$ cat src/hdl/wrpt_pkg.sv
// ----------------------------------------------------------------------------
// wrpt_pkg
// Shared types and codes for the weighted random pick table: operation and
// result codes, and the command/status bundles between controller and datapath.
// ----------------------------------------------------------------------------
package wrpt_pkg;

	// Fixed field widths of the transaction ports
	localparam int MODE_W    = 2;
	localparam int ODDS_W    = 27;
	localparam int DATA_W    = 32;
	localparam int SEED_W    = 27;
	localparam int STATUS_W  = 3;
	localparam int IDX_OUT_W = 6;

	// Operation codes; any code with the high bit set is a draw
	localparam logic [MODE_W-1:0] MODE_CLEAR = 2'd0;
	localparam logic [MODE_W-1:0] MODE_ADD   = 2'd1;

	// Result codes
	typedef enum logic [STATUS_W-1:0] {
		ST_ADDED   = 3'd0,
		ST_CLEARED = 3'd1,
		ST_WIN     = 3'd2,
		ST_MISS    = 3'd3,
		ST_EMPTY   = 3'd4,
		ST_FULL    = 3'd5,
		ST_BADODDS = 3'd6
	} status_t;

	// Controller to datapath
	typedef struct packed {
		logic    capture;    // latch the input transaction
		logic    clear;      // empty the table
		logic    div_start;  // load the divider
		logic    div_step;   // one quotient bit
		logic    wr_entry;   // append the new entry
		logic    srch_init;  // set search bounds
		logic    srch_upd;   // narrow bounds from the read data
		logic    pay_rd;     // read the final entry
		logic    res_set;    // result with a plain code
		logic    res_win;    // result with the winner
		status_t res_code;
		logic    out_load;   // move result into output register
	} cmd_t;

	// Datapath to controller
	typedef struct packed {
		logic mode_clear;
		logic mode_add;
		logic odds_zero;
		logic full;
		logic empty;
		logic seed_miss;
		logic div_last;
		logic srch_done;
	} sts_t;

endpackage

$ cat src/hdl/wrpt_ctrl.sv
// ----------------------------------------------------------------------------
// wrpt_ctrl
// Sequencer for the pick table: decodes a transaction, runs the divider or
// the binary search, and hands the result to the output register.
// ----------------------------------------------------------------------------
module wrpt_ctrl (
	input  logic            clk,
	input  logic            arst_n,
	input  logic            in_valid,
	output logic            in_ready,
	output logic            out_valid,
	input  logic            out_ready,
	input  wrpt_pkg::sts_t  sts,
	output wrpt_pkg::cmd_t  cmd
);

	typedef enum logic [2:0] {
		S_IDLE,
		S_DECODE,
		S_DIV,
		S_WRITE,
		S_SRCH,
		S_CMP,
		S_PAYW,
		S_FINISH
	} state_t;

	state_t state_q;
	logic   out_valid_q;
	logic   slot_free;

	assign slot_free = !out_valid_q || out_ready;
	assign in_ready  = (state_q == S_IDLE);
	assign out_valid = out_valid_q;

	// Commands per state
	always_comb begin
		cmd          = '0;
		cmd.res_code = wrpt_pkg::ST_ADDED;
		case (state_q)
			S_IDLE: begin
				cmd.capture = in_valid;
			end
			S_DECODE: begin
				if (sts.mode_clear) begin
					cmd.clear    = 1'b1;
					cmd.res_set  = 1'b1;
					cmd.res_code = wrpt_pkg::ST_CLEARED;
				end else if (sts.mode_add) begin
					if (sts.odds_zero) begin
						cmd.res_set  = 1'b1;
						cmd.res_code = wrpt_pkg::ST_BADODDS;
					end else if (sts.full) begin
						cmd.res_set  = 1'b1;
						cmd.res_code = wrpt_pkg::ST_FULL;
					end else begin
						cmd.div_start = 1'b1;
					end
				end else begin
					if (sts.empty) begin
						cmd.res_set  = 1'b1;
						cmd.res_code = wrpt_pkg::ST_EMPTY;
					end else if (sts.seed_miss) begin
						cmd.res_set  = 1'b1;
						cmd.res_code = wrpt_pkg::ST_MISS;
					end else begin
						cmd.srch_init = 1'b1;
					end
				end
			end
			S_DIV: begin
				cmd.div_step = 1'b1;
			end
			S_WRITE: begin
				cmd.wr_entry = 1'b1;
				cmd.res_set  = 1'b1;
				cmd.res_code = wrpt_pkg::ST_ADDED;
			end
			S_SRCH: begin
				// midpoint read otherwise; the RAM address follows the bounds
				cmd.pay_rd = sts.srch_done;
			end
			S_CMP: begin
				cmd.srch_upd = 1'b1;
			end
			S_PAYW: begin
				cmd.res_win = 1'b1;
			end
			S_FINISH: begin
				cmd.out_load = slot_free;
			end
			default: begin
				cmd = '0;
			end
		endcase
	end

	// State and output valid
	always_ff @(posedge clk or negedge arst_n) begin
		if (!arst_n) begin
			state_q     <= S_IDLE;
			out_valid_q <= 1'b0;
		end else begin
			if (cmd.out_load) begin
				out_valid_q <= 1'b1;
			end else if (out_ready) begin
				out_valid_q <= 1'b0;
			end
			case (state_q)
				S_IDLE: begin
					if (in_valid) begin
						state_q <= S_DECODE;
					end
				end
				S_DECODE: begin
					if (cmd.div_start) begin
						state_q <= S_DIV;
					end else if (cmd.srch_init) begin
						state_q <= S_SRCH;
					end else begin
						state_q <= S_FINISH;
					end
				end
				S_DIV: begin
					if (sts.div_last) begin
						state_q <= S_WRITE;
					end
				end
				S_WRITE: begin
					state_q <= S_FINISH;
				end
				S_SRCH: begin
					if (sts.srch_done) begin
						state_q <= S_PAYW;
					end else begin
						state_q <= S_CMP;
					end
				end
				S_CMP: begin
					state_q <= S_SRCH;
				end
				S_PAYW: begin
					state_q <= S_FINISH;
				end
				S_FINISH: begin
					if (slot_free) begin
						state_q <= S_IDLE;
					end
				end
				default: begin
					state_q <= S_IDLE;
				end
			endcase
		end
	end

endmodule

$ cat config.mk
export PLATFORM = sky130hd
export DESIGN_NAME = wrpt_ctrl
export DESIGN_NICKNAME = d
export VERILOG_FILES = /design/src/hdl/wrpt_pkg.sv /design/src/hdl/wrpt_ctrl.sv
export SDC_FILE = /design/constraint.sdc
export NUM_CORES = 1
export LEC_CHECK = 0
export BUFFER_PORTS_ARGS = -buffer_cell sky130_fd_sc_hd__buf_2
export CAP_MARGIN = 0
export CELL_PAD_IN_SITES_DETAIL_PLACEMENT = 0
export CELL_PAD_IN_SITES_GLOBAL_PLACEMENT = 2
export CORE_ASPECT_RATIO = 0.6
export CORE_MARGIN = 5
export CORE_UTILIZATION = 17
export DETAILED_ROUTE_END_ITERATION = 12
export GPL_TIMING_DRIVEN = 0
export PLACE_DENSITY = 0.82
export SLEW_MARGIN = 20
export SYNTH_ARGS = -nofsm -noshare
export SYNTH_HDL_FRONTEND = slang
export SYNTH_SLANG_ARGS = --single-unit
$ cat constraint.sdc
create_clock -name clk -period 2.06 [get_ports clk]
set_clock_uncertainty 0.15 [all_clocks]
set_input_delay 0.309 -clock clk [delete_from_list [all_inputs] [get_ports clk]]
set_output_delay 0.309 -clock clk [all_outputs]
set_load 0.02 [all_outputs]
* Word level (Yosys, flattened, before mapping)
Cells that the tools add are included.
** Operators by class
- Equality and inequality tests :: 10
- Mux-type cells :: 41
- Reduce and logical (&&, ||, !) cells :: 6
** Operators with widths (count)
- $mux 3 :: 10
- $mux 1 :: 25
- $pmux 3 s7 :: 1
- $eq 3x3->1 const B :: 4
- $mux 2 :: 4
- $eq 3x2->1 const B :: 2
- $ne 2x2->1 const B :: 3
- $eq 3x1->1 const B :: 1
- $logic_not 3->1 :: 1
- $reduce_and 3->1 :: 1
- $pmux 1 s2 :: 1
- $reduce_bool 2->1 :: 1
- $reduce_or 2->1 :: 1
- $logic_not 1->1 :: 1
- $logic_or 1x1->1 :: 1
** Storage, ports and cells
- Register bits :: 4
- Input port bits :: 12
- Output and inout port bits :: 16
- Word-level logic and storage cells :: 59

* Logic depth before layout (Yosys ltp)
Gate-level depths: netlist of the first run.
- Depth in word-level cells :: 8
- Mapped depth :: 4
- Gate-level depth less buffers :: 3

* Worst setup path before layout of the first run
Ideal clock, no wire load.
- Path type :: flip-flop to output port
- From :: register state_q[1]
- To :: output cmd[3] in the netlist's numbering
- Arrival time :: 1.520 ns
- Data required time :: 1.601 ns
- Path slack :: 0.081 ns
- Stages on the path, launching flop included :: 4
- Path buffers :: 1
- Path through :: dfrtp_1 or3b_1 clkbuf_1 nor4_1
** RTL lines
- from (decl) :: RTL line wrpt_ctrl.sv:28 : state_t state_q;
- from (signal assigned) :: RTL line wrpt_ctrl.sv:101 : state_q <= S_IDLE;
- from (signal assigned) :: RTL line wrpt_ctrl.sv:112 : state_q <= S_DECODE;
- from (signal assigned) :: RTL line wrpt_ctrl.sv:117 : state_q <= S_DIV;
- to (decl) :: RTL line wrpt_ctrl.sv:14 : output wrpt_pkg::cmd_t cmd

==> flow_metrics.py, run 1 <==
metrics = {
    "status": {
        "run_status": "complete, no violations",
    },
    "route": {
        "dr.first_iter.drc_count": 31,
        "top_layer": "met4",
        "wl_mm": 1.154,
        "drt-pass1-iter-count": 2,
        "wl_met2_um": 502,
        "via_count": 473,
        "wl_met1_um": 562,
        "avgRoutedWirePerCell_um": 10.21,
        "postRouteAntennaNets": 0,
        "routed_via_density": 4.186,
        "wl_met3_um": 78,
        "remaining_drc_errors": 0,
    },
    "cells_and_area": {
        "regArea_um2": 100.1,
        "multi_input_area_um2": 241.5,
        "layout.nets": 97,
        "final_util": 0.2769,
        "drive_gt1_frac": 0.4217,
        "design_area_um2": 585.6,
        "n_fill_cell": 259,
        "syn_to_final_growth_pct": 58.64,
        "antenna_cells": 0,
    },
    "min_path": {
        "hp-start": "out_ready",
        "worstHoldPathType": "in2reg",
        "worstHoldEndpoint": "out_valid$_DFFE_PN0P_",
        "hold-path-cell-count": 3,
    },
    "critical_path": {
        "worstReg2RegEnd": "state_q[0]$_DFFE_PN0P_",
        "arrival_ps": 1510,
        "rr_startpoint": "state_q[2]$_DFFE_PN0P_",
        "critical-path-max-stage-delay_ps": 440,
        "path_cells": "or3b_4 > nand3b_1 > o21ai_1 > buf_4",
        "cp-start-kind": "flop",
        "end_kind": "primary output",
        "cp_max_fo": 7,
        "slowest_stage": "or3b_4",
        "reg2reg_slack_ps": 510,
        "rr_worst_depth": 4,
        "path_class": "reg2out",
        "cp_data_required_time_ps": 1600,
    },
    "timing": {
        "finalCritPeriodShare": 0.9544,
        "slew_headroom": 0.7453,
        "holdWs_ps": 226.0,
        "max_freq_mhz": 508.6,
        "setup_slack_ps": 93.87,
        "slew_viol_final": 0,
        "hold_viol_final": 0,
        "worst_pin_slew_ps": 382.1,
        "min_period_ps": 1966,
        "finalSetupViolations": 0,
    },
    "floorplan": {
        "die_y_um": 46.10,
        "die_w_um": 70.16,
        "start_util": 0.1746,
        "io_pins": 28,
        "dieArea_um2": 3234,
        "rows": 13,
        "core_um2": 2115,
    },
    "synthesis": {
        "syn_inst": 52,
        "yosysSeqAreaShare": 0.2712,
        "yosys_register_bits": 4,
        "yosys_warnings": 0,
        "syn_nets": 64,
        "synth_cell_types": 25,
        "syn_avg_cell_area_um2": 7.098,
        "synth.cell_area_um2": 369.1,
    },
    "placed_design": {
        "place_congestion": 0.7118,
        "dp.final_hpwl_um": 966.7,
        "pre_cts_ws_ps": 185.9,
        "placed_cell_area_um2": 541.8,
        "port_buffers": 27,
    },
    "clock_network": {
        "clk_latency_ps": 230,
        "path_clk_slew_ps": 40,
        "clock-sinks": 4,
        "ctsRootBufferMaster": "clkbuf_4",
        "htreeDepth": 1,
        "cts_max_path_buffers": 2,
        "cts_tree": "built",
        "cts_buffers": 3,
    },
    "global_route": {
        "grt_overflow": 0,
        "grt_max_degree": 11,
        "antenna_found_initial": 0,
        "grt_pass1_wl_mm": 1.780,
        "track_usage": 0.07372,
        "grt_pass1_vias": 409,
    },
    "power_and_ir_drop": {
        "power.leakage_nw": 0.3114,
        "ir_drop_uv": 243.3,
        "p_per_area_nw_per_um2": 1259,
    },
    "run": {
        "maxCapViolations": 0,
    },
}
metal layers:
| metal | global-route usage | up-vias |
|---|---|---|
| met5 | 0 | - |
| met4 | 0.02290 | 0 |
| met3 | 0.04575 | 2 |
| met2 | 0.1069 | 12 |
| met1 | 0.09067 | 211 |
| li1 | - | 248 |
stage by stage:
step | TNS (ps) | total power [mW] | instances
2_1_floorplan | 0 | 0.4813 | 52
3_3_place_gp | 0 | 0.6285 | 109
3_5_place_dp | 0 | 0.6238 | 109
4_1_cts | 0 | 0.7291 | 112
5_1_grt | -0.2922 | 0.8137 | 113
6_report | 0 | 0.7373 | 113
Yosys cell counts:
cell type	number	area, um^2
o21ai_0	2	10.01
nor3b_1	1	7.510
nand2_1	3	11.26
mux2i_1	1	10.01
or4b_1	1	10.01
nor4_1	1	6.260
a21boi_0	1	7.510
a22oi_1	2	15.01
and3_1	1	6.260
nor2b_1	1	6.260
a311o_1	1	10.01
or4_4	1	11.26
a21oi_1	4	20.02
and2_1	2	12.51
nand2b_1	1	6.260
nor3_1	4	20.02
nor2_1	8	30.03
clkbuf_1	4	15.01
or3b_1	1	8.760
dfrtp_1	4	100.1
nand3_1	1	5.000
o32ai_1	1	8.760
nand3b_1	1	7.510
a32oi_1	1	8.760
inv_1	4	15.01
logic make-up after synthesis:
group	after synthesis	share of synthesized area
simple gates	27	0.4034
mux	1	0.02712
flops	4	0.2712
buf+inv	8	0.08133
compound gates	12	0.2170
worst max-delay path by stage:
stage	startpoint	end	slack [ps]	cells after the start
floorplan	state_q[1]$_DFFE_PN0P_	cmd[3]	80	3
global placement	state_q[1]$_DFFE_PN0P_	cmd[5]	190	5
detailed placement	state_q[1]$_DFFE_PN0P_	cmd[5]	190	5
CTS	state_q[1]$_DFFE_PN0P_	cmd[5]	40	4
global route	state_q[2]$_DFFE_PN0P_	cmd[5]	-0.3	4
finish	state_q[2]$_DFFE_PN0P_	cmd[5]	90	4
power breakdown:
part           leakage [nW]  internal, mW  switching, mW
clock network        0.0138        0.0650         0.0295
registers            0.0457         0.119         0.0252
logic                 0.252         0.190          0.308
cell type report:
| cell class | count | share of cell area |
|---|---|---|
| buffer | 3 | 0.02350 |
| clock buffer | 3 | 0.03846 |
| inverter | 4 | 0.02564 |
| multi-input combinational | 40 | 0.4124 |
| sequential | 4 | 0.1709 |
| tap | 30 | 0.06410 |
| timing repair buffer | 29 | 0.2650 |
cell usage in the layout (no fill, tap or decap), types with 2 or more instances in the layout:
| cell | synthesis | final |
|---|---|---|
| nand2_1 | 3 | 3 |
| clkbuf_2 | 0 | 2 |
| dfrtp_1 | 4 | 4 |
| clkbuf_4 | 0 | 3 |
| inv_1 | 4 | 4 |
| nor2_1 | 8 | 8 |
| nor3_1 | 4 | 4 |
| and2_1 | 2 | 2 |
| buf_2 | 0 | 26 |
| buf_4 | 0 | 2 |
| a21oi_1 | 4 | 4 |
| a22oi_1 | 2 | 2 |
state kept, by name (all words and copies together) (netlist names):
signal     cells
out_valid      1
state_q        3
worst max-delay path: cells and delay by family, from the launching register on:
kind	cells	cell delay, ps
and+or+nand+nor	2	630
DFF	1	390
buffers and inverters	1	160
AOI/OAI and AO/OA	1	90
timing repair:
action                                  in CTS  in global routing
hold endpoints to repair                     4                  0
buffers inserted                             0                  1
hold buffers                                 1                  0
resized for setup                            1                  6
gates cloned                                 0                  0
endpoints found under the setup margin       1                  2
pin swaps                                    0                  1
(Power assumes the default switching activity.)
==> inputs of run 2 (changes only) <==
--- a/config.mk
+++ b/config.mk
@@ -9,7 +9,6 @@
 export CAP_MARGIN = 0
 export CELL_PAD_IN_SITES_DETAIL_PLACEMENT = 0
 export CELL_PAD_IN_SITES_GLOBAL_PLACEMENT = 2
-export CORE_ASPECT_RATIO = 0.6
 export CORE_MARGIN = 5
 export CORE_UTILIZATION = 17
 export DETAILED_ROUTE_END_ITERATION = 12
==> flow_metrics.py, run 2 (same netlist as run 1, synthesis figures left out) <==
metrics = {
    "status": {
        "run_status": "complete, no violations",
    },
    "cells_and_area": {
        "antenna_cells": 0,
        "drive_gt1_frac": 0.4167,
        "regMostFlops": "state_q",
        "final_cell_mix": "27 x buf_2, 8 x nor2_1",
        "syn_to_final_growth_pct": 58.64,
        "layout.cells.non_filler": 111,
        "layout.nets": 98,
        "layout_commonest_cell": "buf_2",
        "n_fill_cell": 230,
        "design_area_um2": 585.6,
        "largest_reg_flops": 3,
    },
    "critical_path": {
        "reg2reg_slack_ps": 470,
        "arrival_ps": 1520,
        "path_class": "reg2out",
        "rr_startpoint": "state_q[2]$_DFFE_PN0P_",
        "critPathLaunch": "state_q[2]$_DFFE_PN0P_",
        "worstReg2RegEnd": "state_q[0]$_DFFE_PN0P_",
        "path_cells": "or3b_4 > nand3b_1 > o21ai_0 > buf_2",
        "critical-path-max-stage-delay_ps": 440,
        "slowest_stage": "or3b_4",
        "end_kind": "primary output",
        "cp.depth": 4,
        "cp_max_fo": 6,
        "crit_buf_inv": 1,
        "cp-start-kind": "flop",
        "cpLargestDelayFamily": "simple AND/OR/NAND/NOR gates",
        "crit_end": "cmd[5]",
        "rr_worst_depth": 4,
        "cp_data_required_time_ps": 1600,
    },
    "placed_design": {
        "place_inst": 106,
        "port_buffers": 27,
        "dp.final_hpwl_mm": 1.002,
        "pre_cts_ws_ps": 164.1,
        "place_congestion": 0.6770,
        "placed_cell_area_um2": 538.0,
    },
    "timing": {
        "hold_viol_final": 0,
        "max_freq_mhz": 506.0,
        "finalSetupViolations": 0,
        "finalCritPeriodShare": 0.9594,
        "slew_headroom": 0.7390,
        "holdWs_ps": 219.3,
        "setup_slack_ps": 83.62,
        "min_period_ps": 1976,
        "worst_pin_slew_ps": 391.6,
        "slew_viol_final": 0,
    },
    "global_route": {
        "antenna_found_initial": 0,
        "grt_pass1_wl_mm": 1.952,
        "grt_pass1_vias": 473,
        "track_usage": 0.07566,
        "grt_max_degree": 11,
        "grt_overflow": 0,
    },
    "floorplan": {
        "dieArea_um2": 3203,
        "core_um2": 2022,
        "rows": 16,
        "start_util": 0.1825,
        "die_w_um": 56.60,
        "io_pins": 28,
        "die_y_um": 56.60,
    },
    "power_and_ir_drop": {
        "ir_drop_uv": 293.3,
        "power.leakage_nw": 0.3128,
        "power.clock.fraction": 0.130,
        "p_switching_mw": 0.3672,
        "intPower_mw": 0.3717,
        "combinationalPowerShare": 0.673,
        "netSwitchingFraction": 0.4970,
        "p_total_mw": 0.7389,
        "p_per_area_nw_per_um2": 1262,
        "sequentialPowerShare": 0.197,
    },
    "route": {
        "avgRoutedWirePerCell_um": 10.86,
        "routed_via_density": 4.387,
        "wl_mm": 1.205,
        "dr.first_iter.drc_count": 8,
        "drt-pass1-iter-count": 4,
        "postRouteAntennaNets": 0,
        "via_count": 487,
        "remaining_drc_errors": 0,
    },
    "clock_network": {
        "clk_latency_ps": 230,
        "htreeDepth": 1,
        "cts_max_path_buffers": 2,
        "clock-sinks": 4,
        "path_clk_slew_ps": 40,
        "cts_tree": "built",
        "cts_buffers": 3,
        "ctsRootBufferMaster": "clkbuf_4",
    },
    "run": {
        "maxCapViolations": 0,
    },
    "min_path": {
        "worstHoldPathType": "in2reg",
    },
}
-- run 2: area by class of cell --
class	count	area, um^2	area share
buffer	3	12.51	0.02137
clock buffer	3	22.52	0.03846
inverter	4	15.01	0.02564
multi-input combinational	40	241.5	0.4124
sequential	4	100.1	0.1709
tap	27	33.78	0.05769
timing repair buffer	30	160.2	0.2735
-- run 2: how the worst min path moves through the flow --
stage | startpoint | end | slack [ps] | cells past startpoint
floorplan | arst_n | out_valid$_DFFE_PN0P_ | -140 | 0
global placement | arst_n | out_valid$_DFFE_PN0P_ | -40 | 1
detailed placement | arst_n | out_valid$_DFFE_PN0P_ | -30 | 1
CTS | out_ready | out_valid$_DFFE_PN0P_ | 220 | 3
global route | out_ready | out_valid$_DFFE_PN0P_ | 240 | 3
finish | out_ready | out_valid$_DFFE_PN0P_ | 220 | 3
-- run 2: through the flow --
stage	TNS, ps	utilization
3_3_place_gp	0	0.2661
3_5_place_dp	0	0.2661
5_1_grt	-5.369	0.2896
4_1_cts	0	0.2816
2_1_floorplan	0	-
6_report	0	0.2896
-- run 2: routing by layer --
metal | track usage | up-vias | share of wire
met3 | 0.02523 | 0 | 0.082
met5 | 0 | - | 0
met1 | 0.08435 | 214 | 0.43
met2 | 0.1304 | 21 | 0.49
li1 | - | 252 | -
met4 | 0.03051 | 0 | 0
-- run 2: worst register-to-register path, cell delays in order (launching register included) --
cell and delay [ps]:
dfrtp_1 380, or3b_4 440, nand3b_1 190, buf_4 140
a22oi_1 190
-- run 2: what timing repair did --
item,CTS,global route
hold endpoints to repair,4,0
endpoints found under the setup margin,1,2
gates resized for setup,1,2
cloned,0,0
hold buffers,1,0
setup buffers,0,2
pin swaps,0,1
-- run 2: power groups by stage --
stage | logic (mW) | registers [mW] | clock network, mW
final | 0.497 | 0.146 | 0.0960
after global routing | 0.549 | 0.152 | 0.108
after CTS | 0.492 | 0.146 | 0.100
after detailed placement | 0.486 | 0.146 | 0
after global placement | 0.486 | 0.142 | 0
after floorplan | 0.331 | 0.151 | 0
