`src/hdl/wrpt_pkg.sv`:
```
// ----------------------------------------------------------------------------
// wrpt_pkg
// Shared types and codes for the weighted random pick table: operation and
// result codes, and the command/status bundles between controller and datapath.
// ----------------------------------------------------------------------------
package wrpt_pkg;

	// Fixed field widths of the transaction ports
	localparam int MODE_W    = 2;
	localparam int ODDS_W    = 27;
	localparam int DATA_W    = 32;
	localparam int SEED_W    = 27;
	localparam int STATUS_W  = 3;
	localparam int IDX_OUT_W = 6;

	// Operation codes; any code with the high bit set is a draw
	localparam logic [MODE_W-1:0] MODE_CLEAR = 2'd0;
	localparam logic [MODE_W-1:0] MODE_ADD   = 2'd1;

	// Result codes
	typedef enum logic [STATUS_W-1:0] {
		ST_ADDED   = 3'd0,
		ST_CLEARED = 3'd1,
		ST_WIN     = 3'd2,
		ST_MISS    = 3'd3,
		ST_EMPTY   = 3'd4,
		ST_FULL    = 3'd5,
		ST_BADODDS = 3'd6
	} status_t;

	// Controller to datapath
	typedef struct packed {
		logic    capture;    // latch the input transaction
		logic    clear;      // empty the table
		logic    div_start;  // load the divider
		logic    div_step;   // one quotient bit
		logic    wr_entry;   // append the new entry
		logic    srch_init;  // set search bounds
		logic    srch_upd;   // narrow bounds from the read data
		logic    pay_rd;     // read the final entry
		logic    res_set;    // result with a plain code
		logic    res_win;    // result with the winner
		status_t res_code;
		logic    out_load;   // move result into output register
	} cmd_t;

	// Datapath to controller
	typedef struct packed {
		logic mode_clear;
		logic mode_add;
		logic odds_zero;
		logic full;
		logic empty;
		logic seed_miss;
		logic div_last;
		logic srch_done;
	} sts_t;

endpackage

```
`src/hdl/wrpt_ram.sv`:
```
// ----------------------------------------------------------------------------
// wrpt_ram
// Generic single-write, single-read RAM with a registered read port.
// ----------------------------------------------------------------------------
module wrpt_ram #(
	parameter int WIDTH = 32,
	parameter int DEPTH = 64
) (
	input  logic                                   clk,
	input  logic                                   we,
	input  logic [(DEPTH > 1 ? $clog2(DEPTH) : 1)-1:0] waddr,
	input  logic [WIDTH-1:0]                       wdata,
	input  logic [(DEPTH > 1 ? $clog2(DEPTH) : 1)-1:0] raddr,
	output logic [WIDTH-1:0]                       rdata
);

	logic [WIDTH-1:0] mem_q [DEPTH];

	// Write port and registered read
	always_ff @(posedge clk) begin
		if (we) begin
			mem_q[waddr] <= wdata;
		end
		rdata <= mem_q[raddr];
	end

endmodule

```
`src/hdl/wrpt_datapath.sv`:
```
// ----------------------------------------------------------------------------
// wrpt_datapath
// Entry storage, restoring divider for the weight share, binary search over
// the cumulative weights, and the result and output registers.
// ----------------------------------------------------------------------------
module wrpt_datapath #(
	parameter int MAX_ENTRIES   = 64,
	parameter int PAYLOAD_WIDTH = 32,
	parameter int SCALE         = 100000000
) (
	input  logic                                 clk,
	input  logic                                 arst_n,
	input  logic [wrpt_pkg::MODE_W-1:0]          mode,
	input  logic [wrpt_pkg::ODDS_W-1:0]          odds,
	input  logic [wrpt_pkg::DATA_W-1:0]          payload,
	input  logic [wrpt_pkg::SEED_W-1:0]          seed,
	input  wrpt_pkg::cmd_t                       cmd,
	output wrpt_pkg::sts_t                       sts,
	output logic [wrpt_pkg::STATUS_W-1:0]        status,
	output logic [wrpt_pkg::IDX_OUT_W-1:0]       winner_index,
	output logic [wrpt_pkg::DATA_W-1:0]          winner_payload
);

	localparam int SHARE_W = $clog2(SCALE + 1);
	localparam int CW_W    = SHARE_W + $clog2(MAX_ENTRIES + 1);
	localparam int CNT_W   = $clog2(MAX_ENTRIES + 1);
	localparam int IDX_W   = (MAX_ENTRIES > 1) ? $clog2(MAX_ENTRIES) : 1;
	localparam int DCNT_W  = (SHARE_W > 1) ? $clog2(SHARE_W) : 1;
	localparam int CMP_W   = (CW_W > wrpt_pkg::SEED_W) ? CW_W : wrpt_pkg::SEED_W;
	localparam int REM_W   = wrpt_pkg::ODDS_W + 1;
	localparam logic [SHARE_W-1:0] SCALE_V = SHARE_W'(SCALE);

	// Captured transaction
	logic [wrpt_pkg::MODE_W-1:0] mode_q;
	logic [wrpt_pkg::ODDS_W-1:0] odds_q;
	logic [wrpt_pkg::DATA_W-1:0] payload_q;
	logic [wrpt_pkg::SEED_W-1:0] seed_q;

	// Table bookkeeping
	logic [CNT_W-1:0] count_q;
	logic [CW_W-1:0]  total_q;
	logic [CNT_W-1:0] cnt_m1;

	// Divider
	logic [REM_W-1:0]   rem_q;
	logic [SHARE_W-1:0] dq_q;    // dividend shifting out, quotient shifting in
	logic [DCNT_W-1:0]  dcnt_q;
	logic [REM_W-1:0]   trial;
	logic               trial_ge;

	// Search
	logic [IDX_W-1:0] lo_q;
	logic [IDX_W-1:0] hi_q;
	logic [IDX_W:0]   mid_sum;
	logic [IDX_W-1:0] mid;
	logic [IDX_W-1:0] rd_addr;
	logic [CMP_W-1:0] seed_ext;
	logic [CMP_W-1:0] cw_ext;
	logic [CMP_W-1:0] total_ext;

	// RAM ports
	logic [CW_W-1:0]          cw_wdata;
	logic [CW_W-1:0]          cw_rdata;
	logic [PAYLOAD_WIDTH-1:0] pay_wdata;
	logic [PAYLOAD_WIDTH-1:0] pay_rdata;

	// Result and output
	wrpt_pkg::status_t                 res_status_q;
	logic [wrpt_pkg::IDX_OUT_W-1:0]    res_idx_q;
	logic [wrpt_pkg::DATA_W-1:0]       res_pay_q;
	logic [wrpt_pkg::STATUS_W-1:0]     status_q;
	logic [wrpt_pkg::IDX_OUT_W-1:0]    winner_index_q;
	logic [wrpt_pkg::DATA_W-1:0]       winner_payload_q;

	assign cnt_m1    = count_q - CNT_W'(1);
	assign trial     = {rem_q[REM_W-2:0], dq_q[SHARE_W-1]};
	assign trial_ge  = (trial >= {1'b0, odds_q});
	assign mid_sum   = {1'b0, lo_q} + {1'b0, hi_q};
	assign mid       = mid_sum[IDX_W:1];
	assign rd_addr   = cmd.pay_rd ? lo_q : mid;
	assign seed_ext  = CMP_W'(seed_q);
	assign cw_ext    = CMP_W'(cw_rdata);
	assign total_ext = CMP_W'(total_q);
	assign cw_wdata  = total_q + CW_W'(dq_q);
	assign pay_wdata = PAYLOAD_WIDTH'(payload_q);

	// Status toward the controller
	always_comb begin
		sts.mode_clear = (mode_q == wrpt_pkg::MODE_CLEAR);
		sts.mode_add   = (mode_q == wrpt_pkg::MODE_ADD);
		sts.odds_zero  = (odds_q == '0);
		sts.full       = (count_q == CNT_W'(MAX_ENTRIES));
		sts.empty      = (count_q == '0);
		sts.seed_miss  = (seed_ext > total_ext);
		sts.div_last   = (dcnt_q == '0);
		sts.srch_done  = (lo_q == hi_q);
	end

	// Entry storage
	wrpt_ram #(
		.WIDTH(CW_W),
		.DEPTH(MAX_ENTRIES)
	) u_cw_ram (
		.clk   (clk),
		.we    (cmd.wr_entry),
		.waddr (count_q[IDX_W-1:0]),
		.wdata (cw_wdata),
		.raddr (rd_addr),
		.rdata (cw_rdata)
	);

	wrpt_ram #(
		.WIDTH(PAYLOAD_WIDTH),
		.DEPTH(MAX_ENTRIES)
	) u_pay_ram (
		.clk   (clk),
		.we    (cmd.wr_entry),
		.waddr (count_q[IDX_W-1:0]),
		.wdata (pay_wdata),
		.raddr (rd_addr),
		.rdata (pay_rdata)
	);

	// Table count and running total
	always_ff @(posedge clk or negedge arst_n) begin
		if (!arst_n) begin
			count_q <= '0;
			total_q <= '0;
		end else if (cmd.clear) begin
			count_q <= '0;
			total_q <= '0;
		end else if (cmd.wr_entry) begin
			count_q <= count_q + CNT_W'(1);
			total_q <= cw_wdata;
		end
	end

	// Input capture, divider, search and result registers
	always_ff @(posedge clk) begin
		if (cmd.capture) begin
			mode_q    <= mode;
			odds_q    <= odds;
			payload_q <= payload;
			seed_q    <= seed;
		end

		// restoring divide of SCALE by odds, one quotient bit per cycle
		if (cmd.div_start) begin
			rem_q  <= '0;
			dq_q   <= SCALE_V;
			dcnt_q <= DCNT_W'(SHARE_W - 1);
		end else if (cmd.div_step) begin
			rem_q  <= trial_ge ? (trial - {1'b0, odds_q}) : trial;
			dq_q   <= {dq_q[SHARE_W-2:0], trial_ge};
			dcnt_q <= dcnt_q - DCNT_W'(1);
		end

		// first entry whose cumulative weight covers the seed
		if (cmd.srch_init) begin
			lo_q <= '0;
			hi_q <= cnt_m1[IDX_W-1:0];
		end else if (cmd.srch_upd) begin
			if (cw_ext >= seed_ext) begin
				hi_q <= mid;
			end else begin
				lo_q <= mid + IDX_W'(1);
			end
		end

		if (cmd.res_set) begin
			res_status_q <= cmd.res_code;
			res_idx_q    <= '0;
			res_pay_q    <= '0;
		end else if (cmd.res_win) begin
			res_status_q <= wrpt_pkg::ST_WIN;
			res_idx_q    <= wrpt_pkg::IDX_OUT_W'(lo_q);
			res_pay_q    <= wrpt_pkg::DATA_W'(pay_rdata);
		end

		if (cmd.out_load) begin
			status_q         <= res_status_q;
			winner_index_q   <= res_idx_q;
			winner_payload_q <= res_pay_q;
		end
	end

	assign status         = status_q;
	assign winner_index   = winner_index_q;
	assign winner_payload = winner_payload_q;

endmodule

```
`config.mk`:
```
export PLATFORM = sky130hd
export DESIGN_NAME = wrpt_datapath
export DESIGN_NICKNAME = d
export VERILOG_FILES = /design/src/hdl/wrpt_pkg.sv /design/src/hdl/wrpt_ram.sv /design/src/hdl/wrpt_datapath.sv
export SDC_FILE = /design/constraint.sdc
export NUM_CORES = 2
export LEC_CHECK = 0
export BUFFER_PORTS_ARGS = -buffer_cell sky130_fd_sc_hd__buf_4
export CAP_MARGIN = 30
export CORE_MARGIN = 4
export CORE_UTILIZATION = 45
export CTS_CLUSTER_SIZE = 12
export DETAILED_ROUTE_END_ITERATION = 10
export GPL_TIMING_DRIVEN = 1
export PLACE_DENSITY = 0.61
export SYNTH_ARGS = -nofsm -noshare
export SYNTH_HDL_FRONTEND = slang
export SYNTH_HIERARCHICAL = 1
export SYNTH_MEMORY_MAX_BITS = 65536
export SYNTH_SLANG_ARGS = --single-unit
```
`constraint.sdc`:
```
create_clock -name clk -period 10.4 [get_ports clk]
set_clock_uncertainty 0.15 [all_clocks]
set_input_delay 2.08 -clock clk [delete_from_list [all_inputs] [get_ports clk]]
set_output_delay 2.08 -clock clk [all_outputs]
set_load 0.005 [all_outputs]
```
## Word-level counts from Yosys, hierarchy flattened

Memory sizes are Yosys's and may differ from the RTL's. A register that Yosys moved wholly into a read port is not among the register bits.
Index checks and enable logic that the tools add are counted.

- Shift-type cells: 0
- Magnitude comparators: 3
- Divide/modulo/power cells: 0
- Bitwise logic cells: 1
- Equal/unequal tests: 3
- Multiplexer cells: 13
- Reduce and logical (&&, ||, !) cells: 10
- Multipliers: 0
- Add/sub/neg operators: 7

Operator list:

| cell | count |
|---|---|
| $mux W34 | 2 |
| $add A34 B27 Y34 | 1 |
| $ge A34 B27 Y1 | 1 |
| $gt A27 B34 Y1 | 1 |
| $ge A28 B27 Y1 | 1 |
| $logic_not A27 Y1 | 1 |
| $mux W27 | 1 |
| $sub A27 B27 Y27 | 1 |
| $mux W6 | 4 |
| $mux W7 | 2 |
| $reduce_bool A2 Y1 | 4 |
| $add A6 B6 Y7 | 1 |
| $add A7 B1 Y7 const B | 1 |
| $eq A7 B7 Y1 const B | 1 |
| $logic_not A7 Y1 | 1 |
| $add A6 B1 Y6 const B | 1 |
| $eq A6 B6 Y1 | 1 |
| $mux W3 | 2 |
| $sub A6 B1 Y6 const B | 1 |
| $logic_not A5 Y1 | 1 |
| $sub A5 B1 Y5 const B | 1 |
| $reduce_and A2 Y1 | 2 |
| $eq A2 B1 Y1 const B | 1 |
| $logic_not A2 Y1 | 1 |
| other kinds (2) | 3 |

- Word-level logic and storage cells: 56
- Input port bits: 104
- Memories kept: 2
- Output and inout port bits: 49
- Bits in latches: 0
- Memory bits (read-only): 0
- Register bits after elaboration: 282
- Memory bits (writable): 4224

Memory list:

| name | words | bits a word | read ports | clocked after memory_dff | wr ports | line | source |
|---|---|---|---|---|---|---|---|
| u_cw_ram.mem_q | 64 | 34 | 1 | 1 | 1 | wrpt_ram.sv:17 | `logic [WIDTH-1:0] mem_q [DEPTH];` |
| u_pay_ram.mem_q | 64 | 32 | 1 | 1 | 1 | wrpt_ram.sv:17 |  |

## Depth between registers and ports, before layout

- Depth in word-level cells: 4
- Gate-level depth with buffers: 15
- Gate-level depth less buffers: 13

## Cells and area by module

The synthesis kept the hierarchy.

By module, submodules not included:

| module | cells an instance | times used | seq. area each (um^2) | area an instance (um^2) |
|---|---|---|---|---|
| wrpt_ram at u_cw_ram | 3744 | 1 | 66023.3 | 83774.1 |
| wrpt_ram at u_pay_ram | 3324 | 1 | 62139.6 | 78515.3 |
| wrpt_datapath | 1445 | 1 | 7231.9 | 15063.2 |

## Worst setup path after synthesis

No wires, ideal clock.

- Path type: input port to flip-flop
- From: input port cmd[9] (netlist bit)
- To: memory u_cw_ram/mem_q[49][0] (netlist bit), enable pin
- Library setup time: 0.467 ns
- Data arrival time: 4.775 ns
- Stages: 3
- Required time: 9.783 ns
- Buffers on the path: 0
- Path slack: 5.008 ns
- Cells stage by stage: nor2b_1 nand4_1 nor3_1

- Word-level cells in the longest chain between the ends: 2

RTL lines:

| what | line | source |
|---|---|---|
| from (decl) | wrpt_datapath.sv:17 | `input wrpt_pkg::cmd_t cmd,` |
| $mux W1 | wrpt_ram.sv:21 | `if (we) begin` |
| $mux W1 (not written as such) | wrpt_ram.sv:22 | `mem_q[waddr] <= wdata;` |
| to (decl) | wrpt_ram.sv:17 |  |

No other way between the ends.

## Worst setup path in the final report

- From: register lo_q[1]
- To: register u_cw_ram.rdata[9] (read register of u_cw_ram.mem_q)

- Word-level cells in the longest chain between the ends: 2

RTL lines:

| what | line | source |
|---|---|---|
| from (decl) | wrpt_datapath.sv:52 | `logic [IDX_W-1:0] lo_q;` |
| from (signal assigned) | wrpt_datapath.sv:166 | `lo_q <= mid + IDX_W'(1);` |
| $add A6 B6 Y7 | wrpt_datapath.sv:78 | `assign mid_sum = {1'b0, lo_q} + {1'b0, hi_q};` |
| $mux W6 | wrpt_datapath.sv:80 | `assign rd_addr = cmd.pay_rd ? lo_q : mid;` |
| via rd_addr[2] | wrpt_datapath.sv:56 | `logic [IDX_W-1:0] rd_addr;` |
| to (decl) | wrpt_ram.sv:14 | `output logic [WIDTH-1:0] rdata` |

The timed path passes the listed nets, and every way through them passes these cells.
A chain may end at the register's enable or synchronous reset.

==> reports/results.tsv <==
stage	metric	value	unit
detailed_routing	routedWlPerCell	33.2	um
timing	min_period	5780	ps
detailed_routing	drt-total-wl	483000	um
yosys	yosys-top-cells-area	edfxtp_1 (74%), mux4_2 (13%), mux2i_1 (2.0%)	
pwr	leakagePower	63.1	nW
critical_path	r2r_start	lo_q[1]$_SDFFE_PP0P_	
floorplanning	core.rowCount	230	
critical_path	path_common_cell	buf_4	
timing	hold_violations	0	
critical_path	cp.required	11070	ps
detailed_routing	drc	0	
critical_path	crit_path_end_kind	flop	
timing	setup_viol	0	
clock_tree	cts-hold-fix-buffers	0	
timing	tightest_slew	1110	ps
finish	drive_above_1_share	24.8	%
floorplanning	core_area	393000	um2
yosys	ys_top_cells_by_count	edfxtp_1 (4,362), mux4_2 (1,016), nor2_1 (389)	
timing	grt_setup_unrepaired	false	
yosys	yosysSeqAreaShare	76.3	%
global_route	antenna_found_initial	24	
clock_tree	cts_setup_buffers	0	
pwr	internal_power	0.0317	W
floorplanning	ios	153	
floorplanning	die_w	636	um
pwr	seq_power_share	51.5	%
floorplanning	die_area	404000	um2
critical_path	arrival	6450	ps
clock_tree	cts_root_buffer	clkbuf_16	
timing	slew_headroom	25.9	%
detailed_routing	routed_via_density	6.16	
critical_path	r2r_slack	4620	ps
critical_path	worstPathMaxFanout	50	
timing	fin_setup_tns	0	ps
critical_path	slowest_stage	o221ai_1	
global_route	grt_pass1_vias	90200	
pwr	power_density	211	nW/um2
floorplanning	start_util	45.2	%
detailed_routing	drtIter0Drc	10700	
critical_path	r2r_cells	11	
critical_path	startpoint_type	flop	
clock_tree	clk_latency	1020	ps
yosys	synth_nets	8739	
clock_tree	clk_path_buf_depth	4	
detailed_routing	final_antenna_net_count	0	
finish	regArea	135000	um2
critical_path	crit_start	lo_q[1]$_SDFFE_PP0P_	
yosys	synthArstFlopShare	0.897	%
clock_tree	htree_levels	5	
hold_path	min_path_cells	0	
critical_path	path_delay_family	compound AO/OA/AOI/OAI gates	
timing	fin_crit_sh	55.6	%
global_route	grt_max_degree	121	
finish	multi_input_area	40700	um2
yosys	synth_top_area_share	73.9	%
critical_path	rr_endpoint	u_cw_ram/rdata[9]$_DFF_P_	
finish	syn_to_final_growth	13.1	%
finish	num-fill-cells	30800	
flow_run	cap_violations	0	
critical_path	crit_type	flop to flop	
place	dp_hpwl	267000	um
detailed_routing	drt_first_pass_iters	8	
timing	clock.fmax	173	MHz
global_route	grt_use_total	23.5	%
global_route	grt_pass1_wl	682000	um
pwr	p_switching	0.0106	W
clock_tree	ctsResizeCount	0	
pwr	switching_share	25.0	%
hold_path	hold_class	flop to flop	
clock_tree	cts.sinks	4572	
yosys	syn_avg_cell_area	20.8	um2
clock_tree	cts-buffers-inserted	461	
yosys	synth_edf_count	4362	
yosys	ys.flop_type	edfxtp_1	
critical_path	worstSetupEndpoint	u_cw_ram/rdata[9]$_DFF_P_	
timing	fin_ws	4620	ps
yosys	synth_most_common_cell	edfxtp_1	
finish	nets	9192	
global_route	gr-total-overflow	0	
place	pre_cts_ws	4030	ps
pwr	clkPwrFrac	36.4	%
run_status	status	finished, final reports clean	
critical_path	critical_path_buf_inv_count	2	
timing	slew_violations	0	
critical_path	max_stage_delay	730	ps
yosys	yosysUniqueCellTypes	90	
yosys	synth_area	177000	um2
floorplanning	die_h	636	um
clock_tree	clkTransAtPathRegs	60	ps
yosys	synth_largest_area_cell	edfxtp_1	
yosys	synth_cells	8513	
critical_path	worstPathCellList	ha_1 > a21o_1 > a21oi_1 > xnor2_1 > mux2_8 > buf_4 > buf_4 > mux4_2 > o221ai_1 > o22ai_1 > and3_1	
pwr	combPwrFrac	12.1	%
critical_path	cp.depth	11	
pwr	vdd_drop_max	231	uV
place	place_congestion	0.820	
detailed_routing	num_vias	89600	
clock_tree	tritoncts	built	
place	io_buffers	152	
yosys	synth_seq_cells	4572	
yosys	yosys_warnings	6	
[through the flow]
stage	area (um2)	utilization (%)	cells	hold slack [ps]	total power, W
6_report	201000	51.1	14500	271	0.0423
5_1_grt	201000	51.1	14500	291	0.0437
4_1_cts	201000	51.1	14500	274	0.0426
3_5_place_dp	187000	47.6	13700	265	0.0273
3_3_place_gp	187000	47.5	13700	257	0.0271
2_1_floorplan	177000	-	8513	250	0.0251
[power by group through the flow]
stage | Combinational [W] | Sequential [W] | Clock [W]
after floorplan | 0.00299 | 0.0221 | 0
after global placement | 0.00498 | 0.0222 | 0
after detailed placement | 0.00515 | 0.0222 | 0
after CTS | 0.00516 | 0.0218 | 0.0157
after global routing | 0.00545 | 0.0218 | 0.0165
final | 0.00512 | 0.0218 | 0.0154
[layout by cell type, fill, tap and decap left out, drive strengths merged, types with 14 or more instances in the layout]
cell type  count
nor3          31
o221ai        71
a21oi        155
dfxtp        169
a221o         24
mux2          61
a21o          46
o211ai        28
o22ai        171
nor2         389
nand4         70
clkbuf       670
ha           119
nand2        186
mux2i        356
o21ai         58
edfxtp      4362
xor2          25
xnor2         44
and3          24
dfrtp         41
nand2b        31
mux4        1016
inv          131
buf          446
nor2b         49
a22oi         67
clkinv       115
a31oi         14
a211oi        47
nand3         96
[per-layer routing]
layer	up-vias	wire (um)	GRT usage, %
li1	36300	-	-
met1	48400	185000	30.9
met2	3962	244000	40.1
met3	875	33600	3.12
met4	8	20700	8.78
met5	-	48	0
[state kept, by name, summed over array words and instances, names as in the netlist]
name	flops
u_cw_ram/mem_q	2176
u_pay_ram/mem_q	2048
total_ext	34
u_cw_ram/rdata	34
pay_wdata	32
res_pay_q	32
u_pay_ram/rdata	32
winner_payload	32
dq_q	27
odds_q	27
rem_q	27
seed_q	27
count_q	7
hi_q	6
lo_q	6
res_idx_q	6
winner_index	6
dcnt_q	5
res_status_q	3
status	3
mode_q	2
[logic make-up (layout without fill, tap and decap cells)]
family	count (synthesis)	count (layout)	synth area share, %
DFF	4572	4572	76.3
muxes	1433	1433	15.3
adders and majority gates	122	122	0.873
xor gates and xnor gates	69	69	0.341
other	0	13	0
and+or+nand+nor	954	954	2.52
AOI/OAI and AO/OA	788	788	3.10
buffers and inverters	575	1372	1.53
[worst register-to-register path, stage by stage, from the launching register on]
cell and delay (ps):
dfxtp_1 500, ha_1 320, a21o_1 170, a21oi_1 260, xnor2_1 320, mux2_8 650
buf_4 580, buf_4 690, mux4_2 480, o221ai_1 730, o22ai_1 480, and3_1 290
[worst min path at each step]
stage	start	to
2_1_floorplan	res_status_q[0]$_SDFFCE_PN0P_	status[0]$_DFFE_PP_
3_3_place_gp	res_status_q[0]$_SDFFCE_PN0P_	status[0]$_DFFE_PP_
3_5_place_dp	res_pay_q[2]$_SDFFE_PP0P_	winner_payload[2]$_DFFE_PP_
4_1_cts	res_status_q[0]$_SDFFCE_PN0P_	status[0]$_DFFE_PP_
5_1_grt	res_pay_q[23]$_SDFFE_PP0P_	winner_payload[23]$_DFFE_PP_
6_report	res_status_q[0]$_SDFFCE_PN0P_	status[0]$_DFFE_PP_
[area by class of cell]
cell class                 count  share of cell area [%]
clock buffer                 670                    6.35
clock inverter               137                   0.565
timing repair buffer         446                    1.80
antenna                       13                  0.0162
tap                         5220                    3.26
sequential                  4572                    67.5
multi-input combinational   3366                    20.3
inverter                     119                   0.223
Note: power is estimated with default switching activity, not from simulation.
